[src/psgwd_pkg.sv]
package psgwd_pkg;

  localparam int NUM_CHIPS_DEF = 2;

  localparam int BYTE_W = 8;
  localparam int CHAN_W = 3;
  localparam int FREQ_W = 16;
  localparam int VOL_W  = 6;
  localparam int DIV_W  = 11;
  localparam int DIV_STEPS = 18;
  localparam int STEP_W = 5;
  localparam int IN_TDATA_W  = 8;
  localparam int OUT_TDATA_W = 32;

  localparam logic [3:0] HI_LATCH0 = 4'h8;
  localparam logic [3:0] HI_LATCH1 = 4'hA;
  localparam logic [3:0] HI_LATCH2 = 4'hC;
  localparam logic [3:0] HI_NOISE  = 4'hE;

  localparam logic [1:0] NOISE_TONE2 = 2'd3;
  localparam logic [1:0] CH_TONE2    = 2'd2;
  localparam logic [1:0] CH_NOISE    = 2'd3;

  localparam logic [FREQ_W-1:0] FREQ_NOISE0 = 16'd20000;
  localparam logic [FREQ_W-1:0] FREQ_NOISE1 = 16'd10000;
  localparam logic [FREQ_W-1:0] FREQ_NOISE2 = 16'd5000;

  localparam logic KIND_FREQ = 1'b0;
  localparam logic KIND_VOL  = 1'b1;

  typedef struct packed {
    logic [CHAN_W-1:0] channel;
    logic              kind;
    logic [FREQ_W-1:0] freq;
    logic [VOL_W-1:0]  vol;
    logic              last;
  } result_t;

endpackage

[src/psg_write_decoder.sv]
// Latch bytes, ignored bytes and bytes for an absent chip: taken with no word out.
// Noise and volume bytes: result word valid in the cycle after the byte is taken.
// Tone data bytes: serial restoring divider (ST_DIV), then ST_FIN, then the word is valid in ST_EMIT.
// Not ready again until every result word of the byte has been taken.
// rst_n (synchronous, active low) clears the tone latch, noise modes and tone 2 frequencies.
module psg_write_decoder #(
  parameter int NUM_CHIPS = psgwd_pkg::NUM_CHIPS_DEF
) (
  input  logic                               clk,
  input  logic                               rst_n,
  input  logic                               in_tvalid,
  output logic                               in_tready,
  input  logic [psgwd_pkg::IN_TDATA_W-1:0]   in_tdata,   // write_byte[7:0]
  input  logic                               in_tuser,   // chip_select[0]
  output logic                               out_tvalid,
  input  logic                               out_tready,
  // channel[2:0], frequency_hz[18:3], volume_level[24:19], zero[31:25]
  output logic [psgwd_pkg::OUT_TDATA_W-1:0]  out_tdata,
  output logic                               out_tuser,  // update_kind[0]
  output logic                               out_tlast
);
  import psgwd_pkg::*;

  localparam logic [1:0] ST_IDLE = 2'd0;
  localparam logic [1:0] ST_DIV  = 2'd1;
  localparam logic [1:0] ST_FIN  = 2'd2;
  localparam logic [1:0] ST_EMIT = 2'd3;

  logic [1:0]        state_r, state_nxt;
  logic [BYTE_W-1:0] latch_r, latch_nxt;
  logic [1:0]        noise_mode_r [NUM_CHIPS];
  logic [1:0]        noise_mode_nxt [NUM_CHIPS];
  logic [FREQ_W-1:0] t2f_r [NUM_CHIPS];
  logic [FREQ_W-1:0] t2f_nxt [NUM_CHIPS];
  logic              chip_r, chip_nxt;
  logic [1:0]        ch_r, ch_nxt;
  logic [DIV_W-1:0]  d_r, d_nxt;
  logic              d_small_r, d_small_nxt;
  logic [DIV_W-1:0]  rem_r, rem_nxt;
  logic [FREQ_W-1:0] quo_r, quo_nxt;
  logic [STEP_W-1:0] cnt_r, cnt_nxt;
  logic              pend_r, pend_nxt;
  result_t           res_r, res_nxt;

  logic              accept;
  logic [BYTE_W-1:0] wbyte;
  logic [3:0]        hi;
  logic              chip_ok;
  logic              sel_chip;
  logic [1:0]        nm_sel;
  logic [FREQ_W-1:0] t2f_sel;
  logic [DIV_W:0]    trial;
  logic              ge;
  logic [FREQ_W-1:0] f_fin;
  logic [FREQ_W-1:0] noise_f;

  assign in_tready = (state_r == ST_IDLE);
  assign accept    = in_tvalid && in_tready;
  assign wbyte     = in_tdata;
  assign hi        = wbyte[7:4];
  assign chip_ok   = ({1'b0, in_tuser} < 2'(NUM_CHIPS));
  assign sel_chip  = (state_r == ST_IDLE) ? in_tuser : chip_r;

  always_comb begin
    nm_sel  = '0;
    t2f_sel = '0;
    for (int i = 0; i < NUM_CHIPS; i++) begin
      if ({1'b0, sel_chip} == 2'(i)) begin
        nm_sel  = noise_mode_r[i];
        t2f_sel = t2f_r[i];
      end
    end
  end

  always_comb begin
    case (wbyte[1:0])
      2'd0:    noise_f = FREQ_NOISE0;
      2'd1:    noise_f = FREQ_NOISE1;
      2'd2:    noise_f = FREQ_NOISE2;
      default: noise_f = t2f_sel;
    endcase
  end

  assign trial = {rem_r, (cnt_r == '0)};
  assign ge    = (trial >= {1'b0, d_r});
  assign f_fin = d_small_r ? '0 : quo_r;

  always_comb begin
    state_nxt   = state_r;
    latch_nxt   = latch_r;
    chip_nxt    = chip_r;
    ch_nxt      = ch_r;
    d_nxt       = d_r;
    d_small_nxt = d_small_r;
    rem_nxt     = rem_r;
    quo_nxt     = quo_r;
    cnt_nxt     = cnt_r;
    pend_nxt    = pend_r;
    res_nxt     = res_r;
    for (int i = 0; i < NUM_CHIPS; i++) begin
      noise_mode_nxt[i] = noise_mode_r[i];
      t2f_nxt[i]        = t2f_r[i];
    end

    case (state_r)
      ST_IDLE: begin
        if (accept && chip_ok) begin
          if (hi == HI_NOISE) begin
            for (int i = 0; i < NUM_CHIPS; i++) begin
              if ({1'b0, in_tuser} == 2'(i)) noise_mode_nxt[i] = wbyte[1:0];
            end
            res_nxt   = '{channel: {in_tuser, CH_NOISE}, kind: KIND_FREQ, freq: noise_f,
                          vol: '0, last: 1'b1};
            pend_nxt  = 1'b0;
            state_nxt = ST_EMIT;
          end else if (hi == HI_LATCH0 || hi == HI_LATCH1 || hi == HI_LATCH2) begin
            latch_nxt = wbyte;
          end else if (wbyte[7]) begin
            res_nxt   = '{channel: {in_tuser, wbyte[6:5]}, kind: KIND_VOL, freq: '0,
                          vol: {~wbyte[3:0], 2'b00}, last: 1'b1};
            pend_nxt  = 1'b0;
            state_nxt = ST_EMIT;
          end else if (latch_r[7:6] != 2'b00) begin
            chip_nxt    = in_tuser;
            ch_nxt      = latch_r[6:5];
            d_nxt       = {1'b0, wbyte[5:0], latch_r[3:0]} + DIV_W'(1);
            d_small_nxt = (wbyte[5:0] == '0) && (latch_r[3:1] == '0);
            rem_nxt     = '0;
            quo_nxt     = '0;
            cnt_nxt     = '0;
            state_nxt   = ST_DIV;
          end
        end
      end
      ST_DIV: begin
        rem_nxt = ge ? DIV_W'(trial - {1'b0, d_r}) : trial[DIV_W-1:0];
        quo_nxt = {quo_r[FREQ_W-2:0], ge};
        cnt_nxt = cnt_r + STEP_W'(1);
        if (cnt_r == STEP_W'(DIV_STEPS - 1)) state_nxt = ST_FIN;
      end
      ST_FIN: begin
        pend_nxt = 1'b0;
        res_nxt  = '{channel: {chip_r, ch_r}, kind: KIND_FREQ, freq: f_fin,
                     vol: '0, last: 1'b1};
        if (ch_r == CH_TONE2) begin
          for (int i = 0; i < NUM_CHIPS; i++) begin
            if ({1'b0, chip_r} == 2'(i)) t2f_nxt[i] = f_fin;
          end
          if (nm_sel == NOISE_TONE2) begin
            res_nxt.channel = {chip_r, CH_NOISE};
            res_nxt.last    = 1'b0;
            pend_nxt        = 1'b1;
          end
        end
        state_nxt = ST_EMIT;
      end
      ST_EMIT: begin
        if (out_tready) begin
          if (pend_r) begin
            res_nxt.channel = {chip_r, CH_TONE2};
            res_nxt.last    = 1'b1;
            pend_nxt        = 1'b0;
          end else begin
            state_nxt = ST_IDLE;
          end
        end
      end
      default: state_nxt = ST_IDLE;
    endcase
  end

  always_ff @(posedge clk) begin
    if (!rst_n) begin
      state_r <= ST_IDLE;
      latch_r <= '0;
      pend_r  <= 1'b0;
      for (int i = 0; i < NUM_CHIPS; i++) begin
        noise_mode_r[i] <= '0;
        t2f_r[i]        <= '0;
      end
    end else begin
      state_r <= state_nxt;
      latch_r <= latch_nxt;
      pend_r  <= pend_nxt;
      for (int i = 0; i < NUM_CHIPS; i++) begin
        noise_mode_r[i] <= noise_mode_nxt[i];
        t2f_r[i]        <= t2f_nxt[i];
      end
    end
  end

  always_ff @(posedge clk) begin
    chip_r    <= chip_nxt;
    ch_r      <= ch_nxt;
    d_r       <= d_nxt;
    d_small_r <= d_small_nxt;
    rem_r     <= rem_nxt;
    quo_r     <= quo_nxt;
    cnt_r     <= cnt_nxt;
    res_r     <= res_nxt;
  end

  assign out_tvalid = (state_r == ST_EMIT);
  assign out_tdata  = {7'b0, res_r.vol, res_r.freq, res_r.channel};
  assign out_tuser  = res_r.kind;
  assign out_tlast  = res_r.last;

  a_no_overlap: assert property (@(posedge clk) disable iff (!rst_n)
    !(in_tready && out_tvalid))
    else $error("input taken while a result word is pending");

  a_pair_follows: assert property (@(posedge clk) disable iff (!rst_n)
    out_tvalid && out_tready && !out_tlast |=> out_tvalid && out_tlast)
    else $error("tone 2 word missing after noise word");

  a_pair_is_noise: assert property (@(posedge clk) disable iff (!rst_n)
    out_tvalid && !out_tlast |-> out_tdata[1:0] == CH_NOISE && out_tuser == KIND_FREQ)
    else $error("first of two words is not a noise frequency");

  a_vol_no_freq: assert property (@(posedge clk) disable iff (!rst_n)
    out_tvalid && out_tuser == KIND_VOL |-> out_tdata[18:3] == '0)
    else $error("volume word carries a frequency");

endmodule
[config.mk]
export PLATFORM = sky130hd
export DESIGN_NAME = psg_write_decoder
export DESIGN_NICKNAME = d
export VERILOG_FILES = /design/src/psgwd_pkg.sv /design/src/psg_write_decoder.sv
export SDC_FILE = /design/constraint.sdc
export NUM_CORES = 1
export LEC_CHECK = 0
export BUFFER_PORTS_ARGS = -buffer_cell sky130_fd_sc_hd__buf_2
export CAP_MARGIN = 5
export CORE_ASPECT_RATIO = 0.75
export CORE_MARGIN = 5
export CORE_UTILIZATION = 65
export CTS_BUF_LIST = sky130_fd_sc_hd__clkbuf_8
export CTS_CLUSTER_DIAMETER = 50
export DETAILED_ROUTE_END_ITERATION = 12
export PLACE_DENSITY_LB_ADDON = 0.08
export SLEW_MARGIN = 20
export SYNTH_ARGS = -nofsm -noshare
export SYNTH_HDL_FRONTEND = slang
export SYNTH_SLANG_ARGS = --single-unit
export TNS_END_PERCENT = 50
[constraint.sdc]
create_clock -name clk -period 6 [get_ports clk]
set_clock_uncertainty 0.2 [all_clocks]
set_input_delay 0.6 -clock clk [delete_from_list [all_inputs] [get_ports clk]]
set_output_delay 0.6 -clock clk [all_outputs]
set_load 0.01 [all_outputs]
=== Word-level counts from Yosys, hierarchy flattened ===
Memory sizes are Yosys's and may differ from the RTL's.
Index checks and enable logic that the tools add are counted.

* Word-level logic and storage cells: 144
* RAM bits: 36
* Output and inout port bits: 36
* Bits in registers: 85
* Memories: 2

* Equality and inequality tests: 24
* Reductions and logical operators: 20
* $add $sub $neg: 3
* Magnitude comparators: 1
* Mux-type cells: 71
* Bitwise operators: 8

{| class="wikitable"
|+ Memory list
! name !! depth !! bits a word !! read ports !! clocked after memory_dff !! write ports !! line !! source
|-
| t2f_r || 2 || 16 || 2 || 0 || 2 || psg_write_decoder.sv:33 || <nowiki>logic [FREQ_W-1:0] t2f_r [NUM_CHIPS];</nowiki>
|-
| noise_mode_r || 2 || 2 || 2 || 0 || 2 || psg_write_decoder.sv:31 || <nowiki>logic [1:0] noise_mode_r [NUM_CHIPS];</nowiki>
|}

{| class="wikitable"
|+ Operator list
! operator !! number
|-
| $mux 16 || 11
|-
| $mux 27 || 4
|-
| $mux 11 || 6
|-
| $mux 32 || 2
|-
| $pmux 16 s3 || 1
|-
| $pmux 23 s2 || 1
|-
| $pmux 16 s2 || 1
|-
| $mux 2 || 15
|-
| $mux 5 || 5
|-
| $reduce_and 6->1 || 4
|-
| $pmux 11 s2 || 1
|-
| $eq 4x4->1 const B || 4
|-
| $mux 1 || 14
|-
| $ge 12x11->1 || 1
|-
| $mux 4 || 3
|-
| $add 10x1->11 const B || 1
|-
| $sub 11x11->11 || 1
|-
| $eq 2x2->1 const B || 5
|-
| $ne 2x2->1 const B || 5
|-
| $pmux 5 s2 || 1
|-
| $pmux 3 s3 || 1
|-
| $ne 2x1->1 const B || 4
|-
| $pmux 2 s4 || 1
|-
| $reduce_and 4->1 || 2
|-
| other kinds (20) || 33
|}

=== Logic depth before layout (Yosys ltp) ===
Gate-level depths: netlist of run 1.

* Depth after elaboration: 7
* Depth in mapped cells: 11
* Gate-level depth less buffers: 10

=== Least setup slack after synthesis of run 1 ===
No wires, ideal clock.

* Kind: input-to-reg
* Start: input port in_tvalid
* End: register cnt_r[0] (enable)
* Data arrival time: 3030 ps
* Stages on the path: 4
* Path slack: 2342 ps
* Cells stage by stage: clkbuf_1 -> nand2_1 -> nor3_1 -> o21bai_1

* Longest elaborated chain between the ends: 3

{| class="wikitable"
|+ Ends and longest elaborated chain
! what !! line !! source
|-
| start, declared || psg_write_decoder.sv:11 || <nowiki>input logic in_tvalid,</nowiki>
|-
| $logic_and 1x1->1 || psg_write_decoder.sv:58 || <nowiki>assign accept = in_tvalid && in_tready;</nowiki>
|-
| $ne 2x1->1 (no line) || -- ||
|-
| $reduce_and 6->1 (no line) || -- ||
|-
| end signal, assigned || psg_write_decoder.sv:199 || <nowiki>cnt_r <= cnt_nxt;</nowiki>
|-
| end, declared || psg_write_decoder.sv:41 || <nowiki>logic [STEP_W-1:0] cnt_r, cnt_nxt;</nowiki>
|}

Every way passes these cells.
A chain may end at the register's enable or synchronous reset.

=== Worst setup path after layout of run 1 ===
* Start: register cnt_r[1]
* End: register rem_r[8], data pin

* Longest elaborated chain between the ends: 4
* Elaborated cells between the ends (all ways): 5
* Classes of those cells: add/sub: 1; order compare: 1; mux: 2; reduce/logical: 1

{| class="wikitable"
|+ Ends and longest elaborated chain
! what !! line !! source
|-
| $logic_not 5->1 (*) || psg_write_decoder.sv:84 || <nowiki>assign trial = {rem_r, (cnt_r == '0)};</nowiki>
|-
| $sub 11x11->11 or $ge 12x11->1 (tied branches) || psg_write_decoder.sv:136, psg_write_decoder.sv:85 ||
|-
| $mux 11 (*) || psg_write_decoder.sv:136 || <nowiki>rem_nxt = ge ? DIV_W'(trial - {1'b0, d_r}) : trial[DIV_W-1:0];</nowiki>
|-
| $pmux 11 s2 (*) || psg_write_decoder.sv:105 || <nowiki>case (state_r)</nowiki>
|-
| end signal, assigned || psg_write_decoder.sv:197 || <nowiki>rem_r <= rem_nxt;</nowiki>
|-
| end, declared || psg_write_decoder.sv:39 || <nowiki>logic [DIV_W-1:0] rem_r, rem_nxt;</nowiki>
|}

Mark *: on every way between the ends. The rest lies on a longest branch, timed or not.

==> results of run 1 <==
## worst paths after layout
kind	start	end	slack, ps	depth (start not counted)
setup / recovery	cnt_r[1]	rem_r[8]	2260	10
hold / removal	in_tuser	chip_r	230	1
hold reg to reg	latch_r[5]	ch_r[0]	240	0
setup reg to reg	cnt_r[1]	rem_r[8]	2260	10
## state kept, by name (all words and copies together), names as in the netlist
| name | count |
|---|---|
| state_r | 2 |
| t2f_r | 32 |
| cnt_r | 5 |
| d_r | 11 |
| quo_r | 16 |
| out_tdata | 23 |
| rem_r | 11 |
| out_tlast | 1 |
| out_tuser | 1 |
| d_small_r | 1 |
| chip_r | 1 |
| noise_mode_r | 4 |
| latch_r | 7 |
| pend_r | 1 |
| ch_r | 2 |
## layout make-up
type	count	area, um2
clock buffers	17	234
well taps	128	160
repair buffers	44	233
clock inverters	15	116
multi-input cells	429	2710
fillers	645	2440
flip-flops and latches	118	3080
inverters	28	105
## logic make-up (layout without fill, tap and decap cells)
logic type / after synthesis / in the layout
simple gates: 237 / 237
compound gates: 127 / 127
flops: 118 / 118
buf+inv: 69 / 104
fa+ha+maj: 26 / 26
mux: 17 / 17
xor+xnor: 13 / 13
other cells: 1 / 9
## power by group through the flow
| stage | clock (mW) | sequential [mW] | combinational [mW] |
|---|---|---|---|
| 6_report | 0.647 | 1.10 | 0.748 |
| 3_5_place_dp | 0 | 1.11 | 0.728 |
| 5_1_grt | 0.697 | 1.11 | 0.806 |
| 2_1_floorplan | 0 | 1.12 | 0.502 |
| 4_1_cts | 0.651 | 1.09 | 0.738 |
| 3_3_place_gp | 0 | 1.11 | 0.714 |
## per-stage QoR
stage / instance area [um2] / setup WS (ps) / cells / utilization (%)
finish: 6640 / 2260 / 779 / 73.1
global route: 6640 / 2040 / 779 / 73.1
CTS: 6640 / 2310 / 779 / 73.1
detailed placement: 6290 / 2300 / 747 / 69.3
global placement: 6290 / 2490 / 747 / 69.3
floorplan: 6110 / 2340 / 616 / -
## critical path, delay by kind of cell (launching register included)
kind,cells,cell delay (ps)
flip-flops,1,430
adder cells (fa/ha/maj),3,790
AND/OR/NAND/NOR,2,810
AO/OA/AOI/OAI,4,1210
buffers and inverters,1,120
## cells in the final DEF (no fill, tap or decap), drive strengths merged, types with 13 or more instances in the layout
master  instances
and2           18
a21boi         18
nand2         111
o21ai          13
inv            28
edfxtp         72
dfxtp          46
ha             25
a21oi          32
mux2i          15
nor2b          24
clkbuf         17
nand3          16
nor2           26
buf            44
## routing by layer
layer,up-vias,global-route usage [%]
li1,2200,-
met4,0,8.02
met5,-,0
met1,2238,35.4
met2,235,40.3
met3,28,7.83
==> impl_metrics.toml, run 1 <==
[run_status]
status = "finished, final reports clean"

[grt]
grt_start_max_net_pins = 33
grt_antenna_before_repair = 0
grt_pass1_vias = 4517
overflow = 0
grt_pass1_wl_mm = 22.7
track_usage_pct = 26.0

[layout]
layout-drive-gt1-share_pct = 13.7
final_nets = 677
antenna_cells = 0
area_growth_pct = 9.24

[yosys]
synth_top_family_by_area = "simple AND/OR/NAND/NOR gates"
synth.distinct_cells = 66
synth_common_cells = "111 x nand2_1, 72 x edfxtp_1, 46 x dfxtp_1, 32 x a21oi_1, 27 x inv_1"
yosys_warnings = 0
yosys.area.top_type = "edfxtp_1"
avgSynthCellArea_um2 = 10.0
ys_top_cells_by_area = "edfxtp_1 36%, dfxtp_1 15%, nand2_1 6.9%, ha_1 5.1%, a21oi_1 2.6%"
synth_fa_ha_area_share_pct = 5.47
synth-seq-cells = 118
syn-cell-area_mm2 = 0.00608
synth_top_area_share_pct = 35.6
synthFlopType = "edfxtp_1"
synth_edf_count = 72
synthSimpleGateAreaFrac_pct = 18.7
synth_compound_area_share_pct = 14.9
synth_xor_area_share_pct = 1.87
synth_most_common_cell = "nand2_1"
synthMuxAreaShare_pct = 2.84
syn_inst = 608
ys_seq_area_share_pct = 50.7
async_flop_share_pct = 0

[drt]
met3_length_mm = 1.53
met2_length_mm = 6.37
drt_pre_antenna_iters = 5
ant_nets = 0
vias_per_cell = 6.03
wl_per_cell_um = 18.4
vias = 4701
met1_length_mm = 6.24
drt_iter0_markers = 514
wl_mm = 14.3
drc_errors = 0
routed.top_layer = "met4"

[setup_path]
cpPeakStageDelay_ps = 620
start_kind = "register"
arrival_ps = 3780
crit_type = "reg2reg"
cp_slowest_cell = "or4b_2"
critPathMaxFanout = 9
cp_common_cell = "ha_1"
cp_cell_sequence = "inv_1, ha_1, or4b_2, ha_1, fa_1, nand2b_1, a21oi_1, o21a_1, o31ai_4, o32ai_1"
crit_required_ps = 6040
cp-end-kind = "register"

[clock_network]
cts_buffers = 17
clkSinkCount = 118
cts_tree = "built"
post_cts_resize_count = 0
post_cts_buffers = 0
hold_buffers = 0
cts-htree-levels = 4
clkTransAtPathRegs_ps = 80
cts_buffer_depth = 2
cts_root_buffer = "clkbuf_8"
clock_latency_ps = 440

[pwr]
pwr-share-clk_pct = 26.0
p_sw_uw = 878
power_frac_seq_pct = 44.0
p_sw_share_pct = 35.2
power_mw = 2.49
power_density_mw_per_mm2 = 375
combPwrFrac_pct = 30.0
leakagePower_nw = 2.51
ir_drop_mv = 0.310
internal_power_mw = 1.61

[sta]
fin_crit_sh_pct = 62.3
finalHoldViolCount = 0
max_slew.worst_pin.slew_ps = 950
slew_viol_final = 0
min_period_ps = 3740
clock.fmax_ghz = 0.267
setup_tns_ps = 0
hold_ws_ps = 231
rsz0062_at_grt = "no"
slew_headroom_pct = 36.5
setup-violations-final = 0

[die]
fp-row-count = 30
start_util_pct = 66.9
io_pins = 49
die_x_um = 122
core_area_mm2 = 0.00908
die_area_mm2 = 0.0114
die_h_um = 93.8

[placed_design]
port_buffers = 39
gp_congestion = 0.950
post-dp-hpwl_mm = 9.55

[hold_path]
worstHoldPathType = "in2reg"

[job]
maxCapViolations = 0
(Power assumes the default switching activity.)
==> run 2, diff against run 1 <==
CORE_UTILIZATION = 56   (was 65)
clock period = 3.09 ns   (was 6 ns; I/O delays follow)
==> run 2 against run 1 <==
Effect of this change:
- die area increased by 15%
- total power is 120% higher
- register-to-register slack worse by 2200 ps
- sequential cell count unchanged
- final cell count up 5.0%
- critical path depth did not move
- hold slack got worse by 220 ps
- worst setup slack worse by 2200 ps
==> impl_metrics.toml, run 2 (same netlist as run 1, synthesis figures left out) <==
[layout]
antenna_cells = 0
mostFrequentLayoutCells = "111 x nand2_1, 72 x edfxtp_1, 46 x dfxtp_1"
final_common_cell = "nand2_1"
finalCoreUtilization_pct = 65.7
multi_input_area_mm2 = 0.00278
regMostFlops = "t2f_r"
area_growth_pct = 16.5
final_nets = 704
n_fill_cell = 881
layout-drive-gt1-share_pct = 18.0
seqCellArea_mm2 = 0.00308
largest_reg_flops = 32

[grt]
grt_pass1_vias = 4542
grt_pass1_wl_mm = 24.3
overflow = 0
grt_antenna_before_repair = 0
track_usage_pct = 24.4
grt_start_max_net_pins = 33

[placed_design]
post-dp-hpwl_mm = 10.2
port_buffers = 39
gp_congestion = 0.922
dpl_worst_slack_ps = -136

[job]
maxCapViolations = 0

[die]
die_area_mm2 = 0.0131
die_h_um = 100
io_pins = 49
core_area_mm2 = 0.0108
start_util_pct = 56.4
fp-row-count = 33
die_x_um = 130

[setup_path]
cpPeakStageDelay_ps = 480
cp-end-kind = "register"
crit_required_ps = 3150
reg2reg_slack_ps = 80
start_kind = "register"
cp_slowest_cell = "or4b_4"
crit_type = "reg2reg"
arrival_ps = 3070
cp_common_cell = "ha_4"
critPathMaxFanout = 4
cp_cell_sequence = "inv_2, ha_4, or4b_4, ha_4, fa_2, nor2b_1, o2111ai_1, a21o_1, nor3b_1, o32ai_2"
crit_family = "simple AND/OR/NAND/NOR gates"
path_buf_inv = 1

[drt]
drc_errors = 0
vias = 4737
wl_mm = 15.2
ant_nets = 0
wl_per_cell_um = 18.6
drt_pre_antenna_iters = 5
drt_iter0_markers = 402
vias_per_cell = 5.79

[clock_network]
cts_root_buffer = "clkbuf_8"
cts_tree = "built"
clkSinkCount = 118
clock_latency_ps = 440
cts-htree-levels = 4
cts_buffer_depth = 2
cts_buffers = 17
clkTransAtPathRegs_ps = 80

[sta]
max_slew.worst_pin.slew_ps = 834
fin_ws_ps = 80.1
slew_viol_final = 0
clock.fmax_ghz = 0.332
finalHoldViolCount = 0
rsz0062_at_grt = "yes"
setup-violations-final = 0
slew_headroom_pct = 44.3
fin_crit_sh_pct = 97.4
min_period_ps = 3010

[pwr]
leakagePower_nw = 2.72
power_density_mw_per_mm2 = 760
ir_drop_mv = 0.512

[run_status]
status = "finished, final reports clean"

[hold_path]
worstHoldPathType = "in2reg"
## run 2: changes by cell type in the layout (fill, tap and decap cells not counted), sizes merged
cell,change
buf,+22
dlygate4sd3,+5
bufinv,+4
clkinvlp,-3
clkinv,-1
## run 2: where the power goes
group          internal [mW]  switching (mW)
Combinational          0.604            1.01
Clock                  0.964           0.669
Sequential              2.01           0.120
Total                   3.58            1.80
## run 2: routing by layer
layer  vias to the layer above  wire length (um)  global-route usage, %
li1                       2246                 -                      -
met1                      2276              7140                   36.5
met2                       197              6650                   35.7
met3                        18              1220                   6.06
met4                         0               174                   6.15
met5                         -                 0                      0
## run 2: path summary, 6_finish.rpt
kind	end	start	cells after the start
min	latch_r[3]	in_tdata[3]	3
max reg2reg	rem_r[8]	cnt_r[1]	10
max	rem_r[8]	cnt_r[1]	10
min reg2reg	ch_r[0]	latch_r[5]	0
## run 2: worst register-to-register path, stage by stage, from the launching register on
cell	delay, ps
edfxtp_1	410
inv_2	100
ha_4	120
or4b_4	480
ha_4	190
fa_2	370
nor2b_1	130
o2111ai_1	160
a21o_1	240
nor3b_1	160
o32ai_2	290
## run 2: layout make-up
cell class / instances / share of cell area (%)
repair buffers: 71 / 6.66
flip-flops and latches: 118 / 43.5
multi-input cells: 429 / 39.3
inverters: 28 / 1.48
well taps: 140 / 2.47
clock buffers: 17 / 3.30
clock inverters: 15 / 3.23
## run 2: stage by stage
step	setup TNS, ps	power [mW]	hold WS (ps)	std cells	instance area [um2]
global placement	-158	3.67	218	778	6480
CTS	0	5.36	1.20	815	7020
floorplan	-33.8	3.17	208	616	6140
detailed placement	-830	3.71	234	778	6480
finish	0	5.38	14.6	818	7080
global route	-135	5.65	9.68	818	7080
## run 2: timing repair
action	CTS	global route
setup buffers	0	3
pin swaps	0	10
gates resized for setup	4	10
gates cloned	0	0
setup endpoints to repair	12	10
hold buffers	5	0
hold endpoints to repair	5	0
